[config.mk]
export PLATFORM = sky130hd
export DESIGN_NAME = lru_cache_table
export DESIGN_NICKNAME = d
export VERILOG_FILES = /design/src/lru_pkg.sv /design/src/lru_match.sv /design/src/lru_cache_table.sv
export VERILOG_INCLUDE_DIRS = /design/src /design/src/src
export SDC_FILE = /design/constraint.sdc
export NUM_CORES = 2
export LEC_CHECK = 0
export BUFFER_PORTS_ARGS = -buffer_cell sky130_fd_sc_hd__buf_2
export CAP_MARGIN = 15
export CORE_ASPECT_RATIO = 1.4
export CORE_UTILIZATION = 35
export DETAILED_ROUTE_END_ITERATION = 10
export SYNTH_ARGS = -nofsm -noshare
export SYNTH_HDL_FRONTEND = slang
export SYNTH_SLANG_ARGS = --single-unit
[constraint.sdc]
create_clock -name aclk -period 25.1 [get_ports aclk]
set_input_delay 3.765 -clock aclk [delete_from_list [all_inputs] [get_ports aclk]]
set_output_delay 3.765 -clock aclk [all_outputs]
set_load 0.01 [all_outputs]
[src/lru_cache_table_assert.svh]
// ----------------------------------------------------------------------------
// lru_cache_table_assert.svh
// Assertion macros shared by the cache table RTL.
// ----------------------------------------------------------------------------
`ifndef LRU_CACHE_TABLE_ASSERT_SVH
`define LRU_CACHE_TABLE_ASSERT_SVH

// Clocked on aclk, muted while aresetn is low.
`define LRU_ASSERT(lbl, prop, msg) \
    lbl: assert property (@(posedge aclk) disable iff (!aresetn) (prop)) else $error(msg);

// Same-cycle implication.
`define LRU_ASSERT_IMP(lbl, ante, cons, msg) \
    `LRU_ASSERT(lbl, (ante) |-> (cons), msg)

// Next-cycle implication.
`define LRU_ASSERT_NXT(lbl, ante, cons, msg) \
    `LRU_ASSERT(lbl, (ante) |=> (cons), msg)

`endif

[src/lru_pkg.sv]
// ----------------------------------------------------------------------------
// lru_pkg
// Types and constants for the fully associative LRU cache table.
// ----------------------------------------------------------------------------
`timescale 1ns / 1ps
`default_nettype none

package lru_pkg;

    localparam int ENTRIES = 16;
    localparam int KEY_W   = 32;
    localparam int VAL_W   = 32;
    localparam int CFG_W   = 5;
    localparam int RANK_W  = (ENTRIES > 1) ? $clog2(ENTRIES) : 1;
    localparam int CNT_W   = $clog2(ENTRIES + 1);
    localparam int CAP_W   = (CFG_W > CNT_W) ? CFG_W : CNT_W;

    localparam logic [CFG_W-1:0] CAPACITY_RESET = CFG_W'(16);
    localparam logic [VAL_W-1:0] MISS_VALUE     = '1;

    typedef enum logic {
        OP_GET = 1'b0,
        OP_PUT = 1'b1
    } op_t;

    typedef logic [KEY_W-1:0]   key_t;
    typedef logic [VAL_W-1:0]   val_t;
    typedef logic [RANK_W-1:0]  rank_t;
    typedef logic [CNT_W-1:0]   cnt_t;
    typedef logic [ENTRIES-1:0] entry_vec_t;

    typedef struct packed {
        entry_vec_t hit_vec;    // matching valid entry, at most one
        entry_vec_t free_oh;    // lowest invalid entry
        entry_vec_t victim_oh;  // least recent valid entry
        rank_t      hit_rank;
        val_t       hit_value;
    } match_t;

endpackage

`default_nettype wire

[src/lru_match.sv]
// ----------------------------------------------------------------------------
// lru_match
// Parallel key compare, free slot pick and LRU victim pick over all entries.
// ----------------------------------------------------------------------------
`timescale 1ns / 1ps
`default_nettype none

module lru_match (
    input  wire lru_pkg::key_t       key_i,
    input  wire lru_pkg::key_t       keys_i   [lru_pkg::ENTRIES],
    input  wire lru_pkg::val_t       vals_i   [lru_pkg::ENTRIES],
    input  wire lru_pkg::rank_t      ranks_i  [lru_pkg::ENTRIES],
    input  wire lru_pkg::entry_vec_t valid_i,
    input  wire lru_pkg::cnt_t       count_i,
    output lru_pkg::match_t          match_o
);

    lru_pkg::rank_t oldest_rank;

    // valid ranks are a permutation of 0..count-1, so the oldest holds count-1
    assign oldest_rank = lru_pkg::RANK_W'(count_i - lru_pkg::CNT_W'(1));

    always_comb begin
        match_o = '0;
        for (int i = 0; i < lru_pkg::ENTRIES; i++) begin
            match_o.hit_vec[i]   = valid_i[i] && (keys_i[i] == key_i);
            match_o.victim_oh[i] = valid_i[i] && (ranks_i[i] == oldest_rank);
        end
        // lowest zero bit of the valid vector
        match_o.free_oh = ~valid_i & (valid_i + lru_pkg::ENTRIES'(1));
        for (int i = 0; i < lru_pkg::ENTRIES; i++) begin
            if (match_o.hit_vec[i]) begin
                match_o.hit_rank  = match_o.hit_rank | ranks_i[i];
                match_o.hit_value = match_o.hit_value | vals_i[i];
            end
        end
    end

endmodule

`default_nettype wire

[src/lru_cache_table.sv]
// ----------------------------------------------------------------------------
// lru_cache_table
// Fully associative key/value cache, 16 entries, least recently used eviction.
// ----------------------------------------------------------------------------
//  port group  | dir | contents
//  s_*         | in  | tdata: lookup_key[31:0], write_value[63:32]; tuser: opcode
//  m_*         | out | tdata: read_value[31:0]; tuser: hit
//  cfg_*       | in  | capacity_in_use, written when cfg_we is high
//
//  One request per cycle while no get waits. A get gives its result through the
//  input register, then the result register; puts give no beat.
//  The compare, victim pick and rank update run between the two registers.
//  A get waits in the input register while the result register is full and
//  not taken; a put never waits. Reset clears valid bits, ranks and count.
// ----------------------------------------------------------------------------
`timescale 1ns / 1ps
`default_nettype none

`include "lru_cache_table_assert.svh"

module lru_cache_table (
    input  wire logic        aclk,
    input  wire logic        aresetn,
    input  wire logic        cfg_we,
    input  wire logic [4:0]  cfg_wdata,   // capacity_in_use
    input  wire logic        s_tvalid,
    output logic             s_tready,
    input  wire logic [63:0] s_tdata,     // [31:0] lookup_key, [63:32] write_value
    input  wire logic [0:0]  s_tuser,     // [0] opcode
    output logic             m_tvalid,
    input  wire logic        m_tready,
    output logic [31:0]      m_tdata,     // [31:0] read_value
    output logic [0:0]       m_tuser      // [0] hit
);

    // configuration
    logic [lru_pkg::CFG_W-1:0] cap_reg;
    logic [lru_pkg::CAP_W-1:0] eff_cap;

    // input register
    logic               in_vld_reg, in_vld_next;
    lru_pkg::op_t       in_op_reg;
    lru_pkg::key_t      in_key_reg;
    lru_pkg::val_t      in_val_reg;

    // table state
    lru_pkg::key_t       keys_reg  [lru_pkg::ENTRIES];
    lru_pkg::val_t       vals_reg  [lru_pkg::ENTRIES];
    lru_pkg::rank_t      rank_reg  [lru_pkg::ENTRIES];
    lru_pkg::rank_t      rank_next [lru_pkg::ENTRIES];
    lru_pkg::entry_vec_t valid_reg, valid_next;
    lru_pkg::entry_vec_t wr_vec;
    lru_pkg::cnt_t       cnt_reg, cnt_next;

    // result register
    logic               m_tvalid_reg, m_tvalid_next;
    lru_pkg::val_t      m_data_reg;
    logic               m_hit_reg;

    lru_pkg::match_t     match;
    logic                stage_fire, is_put, is_get, hit, full;
    logic                touch_en, ins_en;
    lru_pkg::entry_vec_t touch_oh;
    lru_pkg::rank_t      touch_rank;

    lru_match u_match (
        .key_i   (in_key_reg),
        .keys_i  (keys_reg),
        .vals_i  (vals_reg),
        .ranks_i (rank_reg),
        .valid_i (valid_reg),
        .count_i (cnt_reg),
        .match_o (match)
    );

    always_comb begin
        if (cap_reg == '0) begin
            eff_cap = lru_pkg::CAP_W'(1);
        end else if (lru_pkg::CAP_W'(cap_reg) > lru_pkg::CAP_W'(lru_pkg::ENTRIES)) begin
            eff_cap = lru_pkg::CAP_W'(lru_pkg::ENTRIES);
        end else begin
            eff_cap = lru_pkg::CAP_W'(cap_reg);
        end
    end

    assign is_put     = (in_op_reg == lru_pkg::OP_PUT);
    assign is_get     = (in_op_reg == lru_pkg::OP_GET);
    assign stage_fire = in_vld_reg && (is_put || !m_tvalid_reg || m_tready);
    assign s_tready   = !in_vld_reg || stage_fire;

    assign hit  = |match.hit_vec;
    assign full = lru_pkg::CAP_W'(cnt_reg) >= eff_cap;

    // a hit, or an eviction, moves one entry to the front
    assign touch_en   = stage_fire && (hit || (is_put && full));
    assign touch_oh   = hit ? match.hit_vec : match.victim_oh;
    assign touch_rank = hit ? match.hit_rank
                            : lru_pkg::RANK_W'(cnt_reg - lru_pkg::CNT_W'(1));
    assign ins_en     = stage_fire && is_put && !hit && !full;

    always_comb begin
        valid_next = valid_reg;
        cnt_next   = cnt_reg;
        wr_vec     = '0;
        if (stage_fire && is_put) begin
            wr_vec = hit ? match.hit_vec : (full ? match.victim_oh : match.free_oh);
        end
        for (int i = 0; i < lru_pkg::ENTRIES; i++) begin
            rank_next[i] = rank_reg[i];
            if (touch_en) begin
                if (touch_oh[i]) begin
                    rank_next[i] = '0;
                end else if (valid_reg[i] && (rank_reg[i] < touch_rank)) begin
                    rank_next[i] = rank_reg[i] + lru_pkg::RANK_W'(1);
                end
            end else if (ins_en) begin
                if (match.free_oh[i]) begin
                    rank_next[i]  = '0;
                    valid_next[i] = 1'b1;
                end else if (valid_reg[i]) begin
                    rank_next[i] = rank_reg[i] + lru_pkg::RANK_W'(1);
                end
            end
        end
        if (ins_en) begin
            cnt_next = cnt_reg + lru_pkg::CNT_W'(1);
        end
    end

    always_comb begin
        in_vld_next = in_vld_reg;
        if (s_tvalid && s_tready) begin
            in_vld_next = 1'b1;
        end else if (stage_fire) begin
            in_vld_next = 1'b0;
        end
        m_tvalid_next = m_tvalid_reg;
        if (stage_fire && is_get) begin
            m_tvalid_next = 1'b1;
        end else if (m_tready) begin
            m_tvalid_next = 1'b0;
        end
    end

    always_ff @(posedge aclk) begin
        if (!aresetn) begin
            cap_reg      <= lru_pkg::CAPACITY_RESET;
            in_vld_reg   <= 1'b0;
            m_tvalid_reg <= 1'b0;
            valid_reg    <= '0;
            cnt_reg      <= '0;
            for (int i = 0; i < lru_pkg::ENTRIES; i++) begin
                rank_reg[i] <= '0;
            end
        end else begin
            if (cfg_we) begin
                cap_reg <= cfg_wdata;
            end
            in_vld_reg   <= in_vld_next;
            m_tvalid_reg <= m_tvalid_next;
            valid_reg    <= valid_next;
            cnt_reg      <= cnt_next;
            for (int i = 0; i < lru_pkg::ENTRIES; i++) begin
                rank_reg[i] <= rank_next[i];
            end
        end
    end

    // payload, no reset
    always_ff @(posedge aclk) begin
        if (s_tvalid && s_tready) begin
            in_op_reg  <= lru_pkg::op_t'(s_tuser[0]);
            in_key_reg <= s_tdata[31:0];
            in_val_reg <= s_tdata[63:32];
        end
        if (stage_fire && is_get) begin
            m_hit_reg  <= hit;
            m_data_reg <= hit ? match.hit_value : lru_pkg::MISS_VALUE;
        end
        for (int i = 0; i < lru_pkg::ENTRIES; i++) begin
            if (wr_vec[i]) begin
                keys_reg[i] <= in_key_reg;
                vals_reg[i] <= in_val_reg;
            end
        end
    end

    assign m_tvalid   = m_tvalid_reg;
    assign m_tdata    = m_data_reg;
    assign m_tuser[0] = m_hit_reg;

    `LRU_ASSERT(a_cnt_matches_valid, $countones(valid_reg) == cnt_reg, "count differs from valid bits")
    `LRU_ASSERT(a_cnt_bound, cnt_reg <= lru_pkg::CNT_W'(lru_pkg::ENTRIES), "count beyond table size")
    `LRU_ASSERT_NXT(a_get_beat, stage_fire && is_get, m_tvalid_reg, "get did not produce a beat")
    `LRU_ASSERT_IMP(a_single_hit, stage_fire, $onehot0(match.hit_vec), "key held by two entries")

endmodule

`default_nettype wire
==> results.toml <==
[run_status]
outcome = "finished clean"

[finish]
nNetsFinal = 3802
fillers = 13500
drive_gt1_share_pct = 11.2
syn_to_final_growth_pct = 12.7
instances_no_fill = 5680
final_area_um2 = 58100

[global_route]
grt_use_met1_pct = 24.5
grt_usage_pct = 19.8
use_met2_pct = 34.6
antenna_found_initial = 7
grt_pass1_vias = 31700
use_met3_pct = 2.26
grt_pass1_wl_um = 217000
overflow = 0
busiest_layer = "met2"
grt_max_degree = 65

[logic_synthesis]
synth_top_family_by_area = "XOR/XNOR gates"
yosys.area_share.simple_pct = 9.28
ys_ff_latch = 1214
ys_types = 82
async_flop_share_pct = 0
synth_largest_area_cell = "edfxtp_1"
synth_common_cells = "edfxtp_1, xnor2_1, nand4_1, nor2_1, xor2_1"
yosys-top-cells-area = "edfxtp_1, xnor2_1, dfxtp_1"
yosysWarnings = 0
synthCells = 3507
synth_sequential_area_ratio_pct = 68.9
syn_avg_cell_area_um2 = 14.7
synth_compound_area_share_pct = 7.91
synthXorXnorAreaFrac_pct = 9.95
synth.most_common_cell = "edfxtp_1"
synthAdderAreaFrac_pct = 1.72
synthMuxAreaShare_pct = 0.335
syn_area_um2 = 51600
syn-num-nets = 3653
synth_edf_count = 1122
synth_top_flop_cell = "edfxtp_1"
synth.top_cell.area_share_pct = 65.3

[die]
die_w_um = 326
row_count = 166
die_area_um2 = 149000
coreArea_um2 = 146000
initial_core_util_pct = 35.3
ios = 110
die_h_um = 456

[setup_path]
worstPathArrival_ns = 4.66
cp_slowest_cell = "nand2b_1"
startpoint_type = "input pin"
r2r_slack_ns = 18.36
cp_cell_sequence = "buf_2, nand2b_1, nor2_1, nand2_1, buf_2"
critPathCaptureType = "output pin"
critPathMaxFanout = 3
path_class = "input pin to output pin"
crit_path_frequent_cell = "buf_2"
cp_num_buf_inv = 2
critPathMaxStageDelay_ns = 0.23
cpLargestDelayFamily = "simple AND/OR/NAND/NOR gates"
required_ns = 21.33

[place]
placed_cells = 5476
hpwlAfterDp_um = 86100
placed_cell_area_um2 = 54700
gp_congestion = 0.903
io_buffers = 109

[clock_network]
clockBufferDepth = 3
h-tree-depth = 3
worstSkewPairLatency_ns = 0.76
clock-root-buffer = "clkbuf_16"
cts_tree = "done"
postCtsSetupBuffers = 0
numCtsBuffers = 110
cts_resized = 0
clkSlewWorstSetupHoldPaths_ns = 0.06
holdBufCountCts = 0
cts.sink_count = 1214

[detailed_routing]
firstDrtPassIters = 6
antenna_left = 0
viasPerCell = 5.62
routed_wl_um = 150000
drt_iter0_drc = 2977
drc = 0
wl_per_cell_um = 26.4
vias = 31900

[timing]
setup_viol = 0
worstMarginPinSlew_ns = 1.19
finalCriticalPeriod_ns = 8.43
maxClockFrequency_ghz = 0.119
slew_viol_final = 0
hold_viol_final = 0
relSlewSlack_pct = 20.4
finalCritPeriodShare_pct = 33.6
tns_ns = 0
fin_worst_skew_ns = 0.0828
rsz0062_at_grt = "false"

[power]
leakagePower_uw = 0.0178
cellPowerDensity_nw_per_um2 = 69.7
power_uw = 4050
peakVddDrop_mv = 0.0544

[run]
maxCapViolCount = 0

[min_path]
hold_class = "flip-flop to flip-flop"
cell families after synthesis:
| logic type | after synthesis |
|---|---|
| DFF | 1214 |
| and+or+nand+nor | 854 |
| xor gates and xnor gates | 586 |
| AOI/OAI and AO/OA | 545 |
| buffers and inverters | 220 |
| adders and majority gates | 71 |
| muxes | 17 |
per-layer routing:
metal | share of wire [%] | vias to the layer above
met2 | 51 | 1255
met4 | 4.1 | 6
li1 | - | 14000
met5 | 0.031 | -
met3 | 5.7 | 327
met1 | 39 | 16400
worst paths after layout:
kind         cells after the start                       to                     start
max                              5                 s_tready                  m_tready
min                              2  cap_reg[0]$_SDFFE_PN0P_   cap_reg[0]$_SDFFE_PN0P_
max reg2reg                     14  vals_reg[352]$_DFFE_PP_  in_key_reg[11]$_DFFE_PP_
min reg2reg                      2  cap_reg[0]$_SDFFE_PN0P_   cap_reg[0]$_SDFFE_PN0P_
worst reg2reg max path: cells and delay by family (launching register included):
kind | cells | cell delay (ns)
buf+inv | 7 | 3.20
simple gates | 5 | 1.39
flops | 1 | 0.83
compound gates | 1 | 0.62
xor+xnor | 1 | 0.23
cell type report:
class / instances / area, um2 / area share (%)
repair buffers: 213 / 1330 / 2.28
well taps: 1932 / 2420 / 4.16
multi-input cells: 2073 / 15300 / 26.2
flip-flops and latches: 1214 / 35500 / 61.1
diodes: 1 / 2.50 / 0.00430
clock inverters: 69 / 564 / 0.971
inverters: 44 / 166 / 0.286
clock buffers: 134 / 2860 / 4.93
through the flow:
| step | hold slack (ns) | setup WS (ns) | utilization [%] |
|---|---|---|---|
| floorplan | 0.461 | 17.09 | - |
| global placement | 0.492 | 16.61 | 37.4 |
| detailed placement | 0.507 | 16.62 | 37.4 |
| CTS | 0.522 | 16.62 | 39.8 |
| global route | 0.571 | 16.56 | 39.8 |
| finish | 0.518 | 16.67 | 39.8 |
power breakdown:
group	switching, uW	internal, uW
clock	752	876
sequential	18.0	2220
combinational	124	55.2
total	894	3160
cells in the final DEF (no fill, tap or decap), drive strengths merged, types with 14 or more instances in the layout:
| cell type | n |
|---|---|
| clkinv | 54 |
| o21ai | 63 |
| nor3 | 51 |
| nor4 | 68 |
| clkbuf | 134 |
| buf | 213 |
| and4 | 14 |
| edfxtp | 1122 |
| a221oi | 109 |
| nand2b | 48 |
| or4 | 17 |
| nand3 | 75 |
| mux2i | 15 |
| and3 | 52 |
| dfxtp | 92 |
| a22oi | 66 |
| nand4 | 222 |
| inv | 47 |
| xnor2 | 463 |
| nor2 | 134 |
| nand2 | 100 |
| xor2 | 123 |
| ha | 71 |
| a21oi | 85 |
| a22o | 106 |
Note: power is estimated with default switching activity, not from simulation.
